===== src/ksnn_pkg.sv =====
// shared types, codes and key tables for the key signature note number block
package ksnn_pkg;

	// item kinds
	localparam logic OP_RECORD  = 1'b0;
	localparam logic OP_COMPUTE = 1'b1;

	// accidental codes
	localparam logic [2:0] ACC_NONE    = 3'd0;
	localparam logic [2:0] ACC_SHARP   = 3'd1;
	localparam logic [2:0] ACC_DSHARP  = 3'd2;
	localparam logic [2:0] ACC_FLAT    = 3'd3;
	localparam logic [2:0] ACC_DFLAT   = 3'd4;
	localparam logic [2:0] ACC_NATURAL = 3'd5;

	// configuration register indexes
	localparam logic [1:0] CFG_TONIC = 2'd0;
	localparam logic [1:0] CFG_SHARP = 2'd1;
	localparam logic [1:0] CFG_FLAT  = 2'd2;
	localparam logic [1:0] CFG_MODE  = 2'd3;

	localparam int unsigned NUM_LETTERS = 7;
	localparam logic [2:0]  LETTER_NONE = 3'd7;

	typedef logic signed [2:0] alter_t;

	// key signature as shown on every result
	typedef struct packed {
		logic signed [3:0] fifths;
		logic              minor;
		logic              unusual;
	} key_info_t;

	// write request into the alteration table
	typedef struct packed {
		logic       en;
		logic [2:0] idx;
		alter_t     val;
	} tbl_wr_t;

	localparam logic signed [3:0] TONIC_FIFTHS [8] = '{
		4'sd0, 4'sd2, 4'sd4, -4'sd1, 4'sd1, 4'sd3, 4'sd5, 4'sd0
	};

	localparam logic signed [3:0] MODE_SHIFT [16] = '{
		4'sd0, -4'sd3, 4'sd0, -4'sd3, -4'sd1, -4'sd2, -4'sd4, 4'sd1,
		-4'sd5, 4'sd0, 4'sd0, 4'sd0, 4'sd0, 4'sd0, 4'sd0, 4'sd0
	};

	localparam logic [3:0] MODE_MINOR = 4'd1;

	// position of each letter in the order sharps and flats are added
	localparam logic [2:0] SHARP_RANK [7] = '{3'd1, 3'd3, 3'd5, 3'd0, 3'd2, 3'd4, 3'd6};
	localparam logic [2:0] FLAT_RANK  [7] = '{3'd5, 3'd3, 3'd1, 3'd6, 3'd4, 3'd2, 3'd0};

	localparam logic [3:0] NATURAL_PITCH [8] = '{
		4'd0, 4'd2, 4'd4, 4'd5, 4'd7, 4'd9, 4'd11, 4'd0
	};

	// alteration a key signature puts on one letter
	function automatic alter_t key_alter(input logic signed [3:0] sf, input logic [2:0] idx);
		logic signed [4:0] sf5;
		logic signed [4:0] srank;
		logic signed [4:0] frank;
		alter_t            res;
		sf5   = 5'(sf);
		srank = $signed({2'b00, SHARP_RANK[idx]});
		frank = $signed({2'b00, FLAT_RANK[idx]});
		res   = 3'sd0;
		if (srank < sf5)
			res = 3'sd1;
		if (frank < -sf5)
			res = -3'sd1;
		return res;
	endfunction

endpackage


===== src/key_signature_note_number.sv =====
// top level of the key signature note number block
// Turns note events into MIDI note numbers under a configured key. The key is
// set by four registers (tonic letter, sharp, flat, mode) written through the
// cfg port; each write takes effect at once, recomputes the signed key
// signature and reloads the seven-entry letter alteration table, dropping
// accidentals recorded earlier. Each input transfer is either a record item
// (tuser 0), which stores an explicit accidental for its letter, or a compute
// item (tuser 1), which returns natural pitch plus accidental (or the stored
// alteration when none is given) plus (octave+2)*12. Every item yields exactly
// one result transfer carrying the note number (zero for record items) and the
// current key signature. Throughput is one item per clock while the result
// side is not stalled. The transfer loads the input register, and the item
// moves into the result register once that register is free or being
// drained; the table read and the note add sit between the two registers. A
// record item updates the table as it leaves the input register, so the very
// next item already sees it.
module key_signature_note_number import ksnn_pkg::*; (
	input  logic        clk,
	input  logic        arst_n,
	// configuration write port
	input  logic        cfg_we,
	input  logic [1:0]  cfg_addr,
	input  logic [3:0]  cfg_wdata,
	// input stream
	input  logic        s_tvalid,
	output logic        s_tready,
	input  logic [15:0] s_tdata,   // letter[2:0], accidental[5:3], octave[10:6], zero pad
	input  logic        s_tuser,   // mode: 0 record, 1 compute
	// result stream
	output logic        m_tvalid,
	input  logic        m_tready,
	output logic [15:0] m_tdata    // note_number[8:0], key_fifths[12:9], key_minor[13],
	                               // unusual_key[14], zero pad
);

	key_info_t         key_info;
	logic              load;
	logic signed [3:0] load_fifths;

	// input register stage
	logic              valid_s1;
	logic              op_s1;
	logic [2:0]        letter_s1;
	logic [2:0]        acc_s1;
	logic signed [4:0] oct_s1;

	// result register stage
	logic              valid_s2;
	logic signed [8:0] note_s2;
	key_info_t         info_s2;

	logic              advance;
	logic              in_xfer;
	alter_t            stored_alter;
	logic signed [8:0] note_calc;
	tbl_wr_t           calc_wr;
	tbl_wr_t           tbl_wr;

	ksnn_keysig u_keysig (
		.clk         (clk),
		.arst_n      (arst_n),
		.cfg_we      (cfg_we),
		.cfg_addr    (cfg_addr),
		.cfg_wdata   (cfg_wdata),
		.key_info    (key_info),
		.load        (load),
		.load_fifths (load_fifths)
	);

	ksnn_alter_table u_table (
		.clk         (clk),
		.arst_n      (arst_n),
		.load        (load),
		.load_fifths (load_fifths),
		.wr          (tbl_wr),
		.rd_idx      (letter_s1),
		.rd_alter    (stored_alter)
	);

	ksnn_note_calc u_calc (
		.op           (op_s1),
		.letter       (letter_s1),
		.accidental   (acc_s1),
		.octave       (oct_s1),
		.stored_alter (stored_alter),
		.note_number  (note_calc),
		.wr           (calc_wr)
	);

	// the staged item moves on when the result register is free or being drained
	assign advance  = valid_s1 && (!valid_s2 || m_tready);
	assign s_tready = !valid_s1 || advance;
	assign in_xfer  = s_tvalid && s_tready;

	// table write only when the record item actually leaves the input stage
	always_comb begin
		tbl_wr    = calc_wr;
		tbl_wr.en = calc_wr.en && advance;
	end

	always_ff @(posedge clk or negedge arst_n) begin
		if (!arst_n) begin
			valid_s1 <= 1'b0;
			valid_s2 <= 1'b0;
		end else begin
			valid_s1 <= in_xfer || (valid_s1 && !advance);
			valid_s2 <= advance || (valid_s2 && !m_tready);
		end
	end

	// payload registers
	always_ff @(posedge clk) begin
		if (in_xfer) begin
			op_s1     <= s_tuser;
			letter_s1 <= s_tdata[2:0];
			acc_s1    <= s_tdata[5:3];
			oct_s1    <= s_tdata[10:6];
		end
		if (advance) begin
			note_s2 <= note_calc;
			info_s2 <= key_info;
		end
	end

	assign m_tvalid = valid_s2;
	assign m_tdata  = {1'b0, info_s2.unusual, info_s2.minor, info_s2.fifths, note_s2};

endmodule


===== src/ksnn_keysig.sv =====
// configuration registers and key signature derivation
module ksnn_keysig import ksnn_pkg::*; (
	input  logic              clk,
	input  logic              arst_n,
	input  logic              cfg_we,
	input  logic [1:0]        cfg_addr,
	input  logic [3:0]        cfg_wdata,
	output key_info_t         key_info,
	output logic              load,
	output logic signed [3:0] load_fifths
);

	logic [2:0] tonic_q, tonic_d;
	logic       sharp_q, sharp_d;
	logic       flat_q, flat_d;
	logic [3:0] mode_q, mode_d;
	key_info_t  info_q, info_d;
	logic signed [4:0] raw;
	logic signed [4:0] acc7;

	always_comb begin
		tonic_d = tonic_q;
		sharp_d = sharp_q;
		flat_d  = flat_q;
		mode_d  = mode_q;
		if (cfg_we) begin
			unique case (cfg_addr)
				CFG_TONIC: tonic_d = cfg_wdata[2:0];
				CFG_SHARP: sharp_d = cfg_wdata[0];
				CFG_FLAT:  flat_d  = cfg_wdata[0];
				CFG_MODE:  mode_d  = cfg_wdata;
				default:   ;
			endcase
		end
	end

	// signature of the configuration as it stands after this cycle's write
	always_comb begin
		priority if (sharp_d)
			acc7 = 5'sd7;
		else if (flat_d)
			acc7 = -5'sd7;
		else
			acc7 = 5'sd0;
		raw = 5'(TONIC_FIFTHS[tonic_d]) + acc7 + 5'(MODE_SHIFT[mode_d]);
		info_d.unusual = (raw < -5'sd7) || (raw > 5'sd7);
		priority if (raw < -5'sd7)
			info_d.fifths = 4'(raw + 5'sd12);
		else if (raw > 5'sd7)
			info_d.fifths = 4'(raw - 5'sd12);
		else
			info_d.fifths = raw[3:0];
		info_d.minor = (mode_d == MODE_MINOR);
	end

	always_ff @(posedge clk or negedge arst_n) begin
		if (!arst_n) begin
			tonic_q <= '0;
			sharp_q <= 1'b0;
			flat_q  <= 1'b0;
			mode_q  <= '0;
			info_q  <= '0;
		end else if (cfg_we) begin
			tonic_q <= tonic_d;
			sharp_q <= sharp_d;
			flat_q  <= flat_d;
			mode_q  <= mode_d;
			info_q  <= info_d;
		end
	end

	assign key_info    = info_q;
	assign load        = cfg_we;
	assign load_fifths = info_d.fifths;

endmodule


===== src/ksnn_alter_table.sv =====
// seven-entry letter alteration table, reloaded from the key signature
module ksnn_alter_table import ksnn_pkg::*; (
	input  logic              clk,
	input  logic              arst_n,
	input  logic              load,
	input  logic signed [3:0] load_fifths,
	input  tbl_wr_t           wr,
	input  logic [2:0]        rd_idx,
	output alter_t            rd_alter
);

	alter_t alter_q [NUM_LETTERS];

	always_ff @(posedge clk or negedge arst_n) begin
		if (!arst_n) begin
			for (int i = 0; i < NUM_LETTERS; i++)
				alter_q[i] <= 3'sd0;
		end else if (load) begin
			for (int i = 0; i < NUM_LETTERS; i++)
				alter_q[i] <= key_alter(load_fifths, 3'(i));
		end else if (wr.en && wr.idx != LETTER_NONE) begin
			alter_q[wr.idx] <= wr.val;
		end
	end

	// letter seven has no entry and reads as unaltered
	assign rd_alter = (rd_idx == LETTER_NONE) ? 3'sd0 : alter_q[rd_idx];

endmodule


===== src/ksnn_note_calc.sv =====
// note number arithmetic and accidental decode for one item
module ksnn_note_calc import ksnn_pkg::*; (
	input  logic              op,
	input  logic [2:0]        letter,
	input  logic [2:0]        accidental,
	input  logic signed [4:0] octave,
	input  alter_t            stored_alter,
	output logic signed [8:0] note_number,
	output tbl_wr_t           wr
);

	alter_t            given;
	logic              given_ok;
	alter_t            used;
	logic signed [8:0] oct2;
	logic signed [8:0] note;

	always_comb begin
		given_ok = 1'b1;
		unique case (accidental)
			ACC_SHARP:   given = 3'sd1;
			ACC_DSHARP:  given = 3'sd2;
			ACC_FLAT:    given = -3'sd1;
			ACC_DFLAT:   given = -3'sd2;
			ACC_NATURAL: given = 3'sd0;
			default: begin
				given    = 3'sd0;
				given_ok = 1'b0;
			end
		endcase
		used = (accidental == ACC_NONE) ? stored_alter : given;
		oct2 = 9'(octave) + 9'sd2;
		// times twelve as eight plus four
		note = $signed({1'b0, 4'b0, NATURAL_PITCH[letter]}) + 9'(used)
			+ (oct2 <<< 3) + (oct2 <<< 2);
		note_number = (op == OP_COMPUTE) ? note : 9'sd0;
		wr.en  = (op == OP_RECORD) && given_ok && (letter != LETTER_NONE);
		wr.idx = letter;
		wr.val = given;
	end

endmodule


===== config.mk =====
export PLATFORM = sky130hd
export DESIGN_NAME = key_signature_note_number
export DESIGN_NICKNAME = d
export VERILOG_FILES = /design/src/ksnn_pkg.sv /design/src/key_signature_note_number.sv /design/src/ksnn_keysig.sv /design/src/ksnn_alter_table.sv /design/src/ksnn_note_calc.sv
export SDC_FILE = /design/constraint.sdc
export NUM_CORES = 1
export LEC_CHECK = 0
export ABC_CLOCK_PERIOD_IN_PS = 8500
export BUFFER_PORTS_ARGS = -buffer_cell sky130_fd_sc_hd__buf_2
export CORE_ASPECT_RATIO = 2
export CORE_MARGIN = 3
export CORE_UTILIZATION = 50
export CTS_CLUSTER_DIAMETER = 150
export CTS_CLUSTER_SIZE = 24
export DETAILED_ROUTE_END_ITERATION = 10
export GPL_TIMING_DRIVEN = 0
export HOLD_SLACK_MARGIN = 0.12
export PLACE_DENSITY = 0.71
export SYNTH_ARGS = -nofsm -noshare
export SYNTH_HDL_FRONTEND = slang
export SYNTH_SLANG_ARGS = --single-unit

===== constraint.sdc =====
create_clock -name clk -period 8.5 [get_ports clk]
set_input_delay 1.7 -clock clk [delete_from_list [all_inputs] [get_ports clk]]
set_output_delay 1.7 -clock clk [all_outputs]
set_load 0.05 [all_outputs]

==> results.yml <==
layout:
  drive_gt1_share_pct: 15.5
  antennaDiodeCount: 0
  fin_nets: 539
  syn_to_final_growth_pct: 14.9
  final_common_cell: "buf_2"
  final_cell_mix: "buf_2, inv_1, dfrtp_1"
grt:
  grt_max_degree: 39
  grt_usage_pct: 22.4
  overflow: 0
  grt_pass1_wl_um: 16600
  antenna_found_initial: 0
  grt_pass1_vias: 3604
logic_synthesis:
  synth_top_area_share_pct: 22.3
  syn_area_per_cell_um2: 10.1
  synth_cell_types: 62
  async_flop_share_pct: 58.5
  synth.area.top_cells: "dfrtp_1, edfxtp_1, ha_1"
  ys_warn_count: 0
  yosys.area.top_type: "dfrtp_1"
  ys_seq_elements: 65
  syn_inst: 423
  syn_area_um2: 4270
  synth_edf_count: 27
  synth_seq_area_share_pct: 41.3
  syn_nets: 489
  synth_ff_type: "dfrtp_1"
sta:
  fin_crit_ns: 6.86
  finalCritPeriodShare_pct: 80.7
  setup_violations: 0
  hold_viol_final: 0
  slew_headroom_pct: 35.9
  drv_slew: 0
  fmax_ghz: 0.146
  fin_setup_tns_ns: 0
  fin_skew_ns: 0.00507
  worstMarginPinSlew_ns: 0.954
  rsz0062_at_grt: "false"
drt:
  drc: 0
  ant_nets: 0
  dr.first_iter.drc_count: 174
  wl_per_cell_um: 17.7
  viasPerCell: 5.84
  num_vias: 3364
  drt_first_pass_iters: 4
  drt_wl_total_um: 10200
clocking:
  path_clk_slew_ns: 0.05
  clk_latency_ns: 0.34
  cts_buffers: 9
  cts_root_buf: "clkbuf_16"
  clock_sinks: 65
  cts_max_path_buffers: 2
  postCtsSetupBuffers: 0
  cts_hold_buf: 0
  cts_tree: "yes"
  cts_resized: 0
  htreeDepth: 3
place:
  place.gp.congestion: 0.925
  portBuffers: 39
  dp_hpwl_um: 8100
floorplanning:
  io_pins: 46
  core-area_um2: 8290
  start_util_pct: 51.5
  dieArea_um2: 9750
  dieHeight_um: 137
  die_w_um: 71.3
  rows: 47
critical_path:
  max_stage_delay_ns: 0.53
  r2r_cells: 21
  path_cells: "buf_2 -> clkbuf_1 -> inv_1 -> nor3_1 -> mux2i_1 -> o21ai_0 -> fa_1 -> inv_1 -> ha_1 -> fa_1 -> xor2_2 -> inv_2 -> ha_1 -> nand2_1 -> nor2_1 -> o311ai_1 -> nand2_1 -> clkbuf_1 -> or3_1 -> nand4_1 -> o221ai_1"
  crit_path_end_kind: "register"
  required_ns: 8.68
  cp_max_fo: 10
  arrival_ns: 7.05
  slowest_stage: "fa_1"
  criticalPathCategory: "in2reg"
  startpoint_type: "input pin"
run:
  max_cap_violations: 0
worst_hold_path:
  whs_path_depth: 0
  hold_class: "reg2reg"
outcome:
  status: "finished clean"
## flip-flops by register name, indices dropped and copies added, names as in the netlist
register and cells:
m_tvalid 1, acc_s1 3, note_s2 9, u_table.alter_q 21
u_keysig.mode_q 4, valid_s1 1, m_tdata 6, u_keysig.flat_q 1
op_s1 1, u_keysig.sharp_q 1, oct_s1 5, u_keysig.tonic_q 3
u_keysig.key_info 6, letter_s1 3
## worst max-delay path: cells and delay by family
kind / cells / cell delay (ns)
compound gates: 3 / 0.74
xor+xnor: 1 / 0.28
fa+ha+maj: 4 / 1.36
buf+inv: 6 / 1.02
mux: 1 / 0.38
simple gates: 6 / 1.55
## metrics by stage
step           instance area [µm²]  utilization (%)  setup WS, ns  hold slack, ns  instances
2_1_floorplan                 4270                -          2.13           0.419        423
3_3_place_gp                  4580             55.3          1.37           0.434        560
3_5_place_dp                  4580             55.3          1.29           0.432        560
4_1_cts                       4900             59.1          1.64           0.445        576
5_1_grt                       4900             59.1          1.12           0.465        576
6_report                      4900             59.1          1.64           0.444        576
## layer usage
layer / vias up / part of all wire (%) / wire [µm] / global-route usage (%)
li1: 1601 / - / - / -
met1: 1623 / 32 / 3310 / 19.7
met4: 0 / 7.4 / 757 / 18.0
met5: - / 0 / 0 / 0
met2: 93 / 57 / 5840 / 42.5
met3: 47 / 3.0 / 311 / 3.97
## path summary, 6_finish.rpt
kind,slack (ns),to,from
setup / recovery,1.64,u_table.alter_q[3]$_DFFE_PN0P_,cfg_we
hold / removal,0.44,m_tdata[11]$_DFFE_PP_,u_keysig.key_info[4]$_DFFE_PN0P_
setup reg to reg,2.89,note_s2[8]$_SDFFCE_PN0P_,letter_s1[2]$_DFFE_PP_
hold reg to reg,0.44,m_tdata[11]$_DFFE_PP_,u_keysig.key_info[4]$_DFFE_PN0P_
max in group asynchronous,6.47,u_table.alter_q[20]$_DFFE_PN0P_,arst_n
min in group asynchronous,1.47,u_keysig.key_info[1]$_DFFE_PN0P_,arst_n
## cell type report
| class | count | area, µm² |
|---|---|---|
| clock inverters | 7 | 93.8 |
| well taps | 98 | 123 |
| multi-input cells | 298 | 2270 |
| flip-flops and latches | 65 | 1760 |
| plain buffers | 18 | 73.8 |
| fillers | 734 | 3390 |
| repair buffers | 39 | 195 |
| inverters | 42 | 158 |
| clock buffers | 9 | 225 |
## synthesized netlist by cell type (5+ instances only)
cell,n
a31oi_1,10
nand3_1,7
nor2_1,26
and2_1,11
xnor2_1,11
o21ai_0,14
nor3_1,5
clkbuf_1,14
mux2_2,8
xor2_1,5
nor2b_1,5
fa_1,11
a21oi_1,21
o21ai_1,5
nand2b_1,7
edfxtp_1,27
a21o_1,7
nand2_1,37
dfrtp_1,38
ha_1,27
inv_1,40
mux2i_1,14
## cells by family (layout without fill, tap and decap cells)
group	Yosys count	in the layout	synth area share, %
XOR/XNOR	17	17	3.67
flip-flops	65	65	41.3
adder cells (fa/ha/maj)	38	38	13.1
AO/OA/AOI/OAI	96	96	15.6
multiplexers	25	25	6.72
buffers and inverters	60	115	5.42
other	1	1	0.0879
AND/OR/NAND/NOR	121	121	14.1
Power is left out: the tool's default activity adds up to more than one toggle a clock period on the data nets, which glitch-free logic cannot reach.
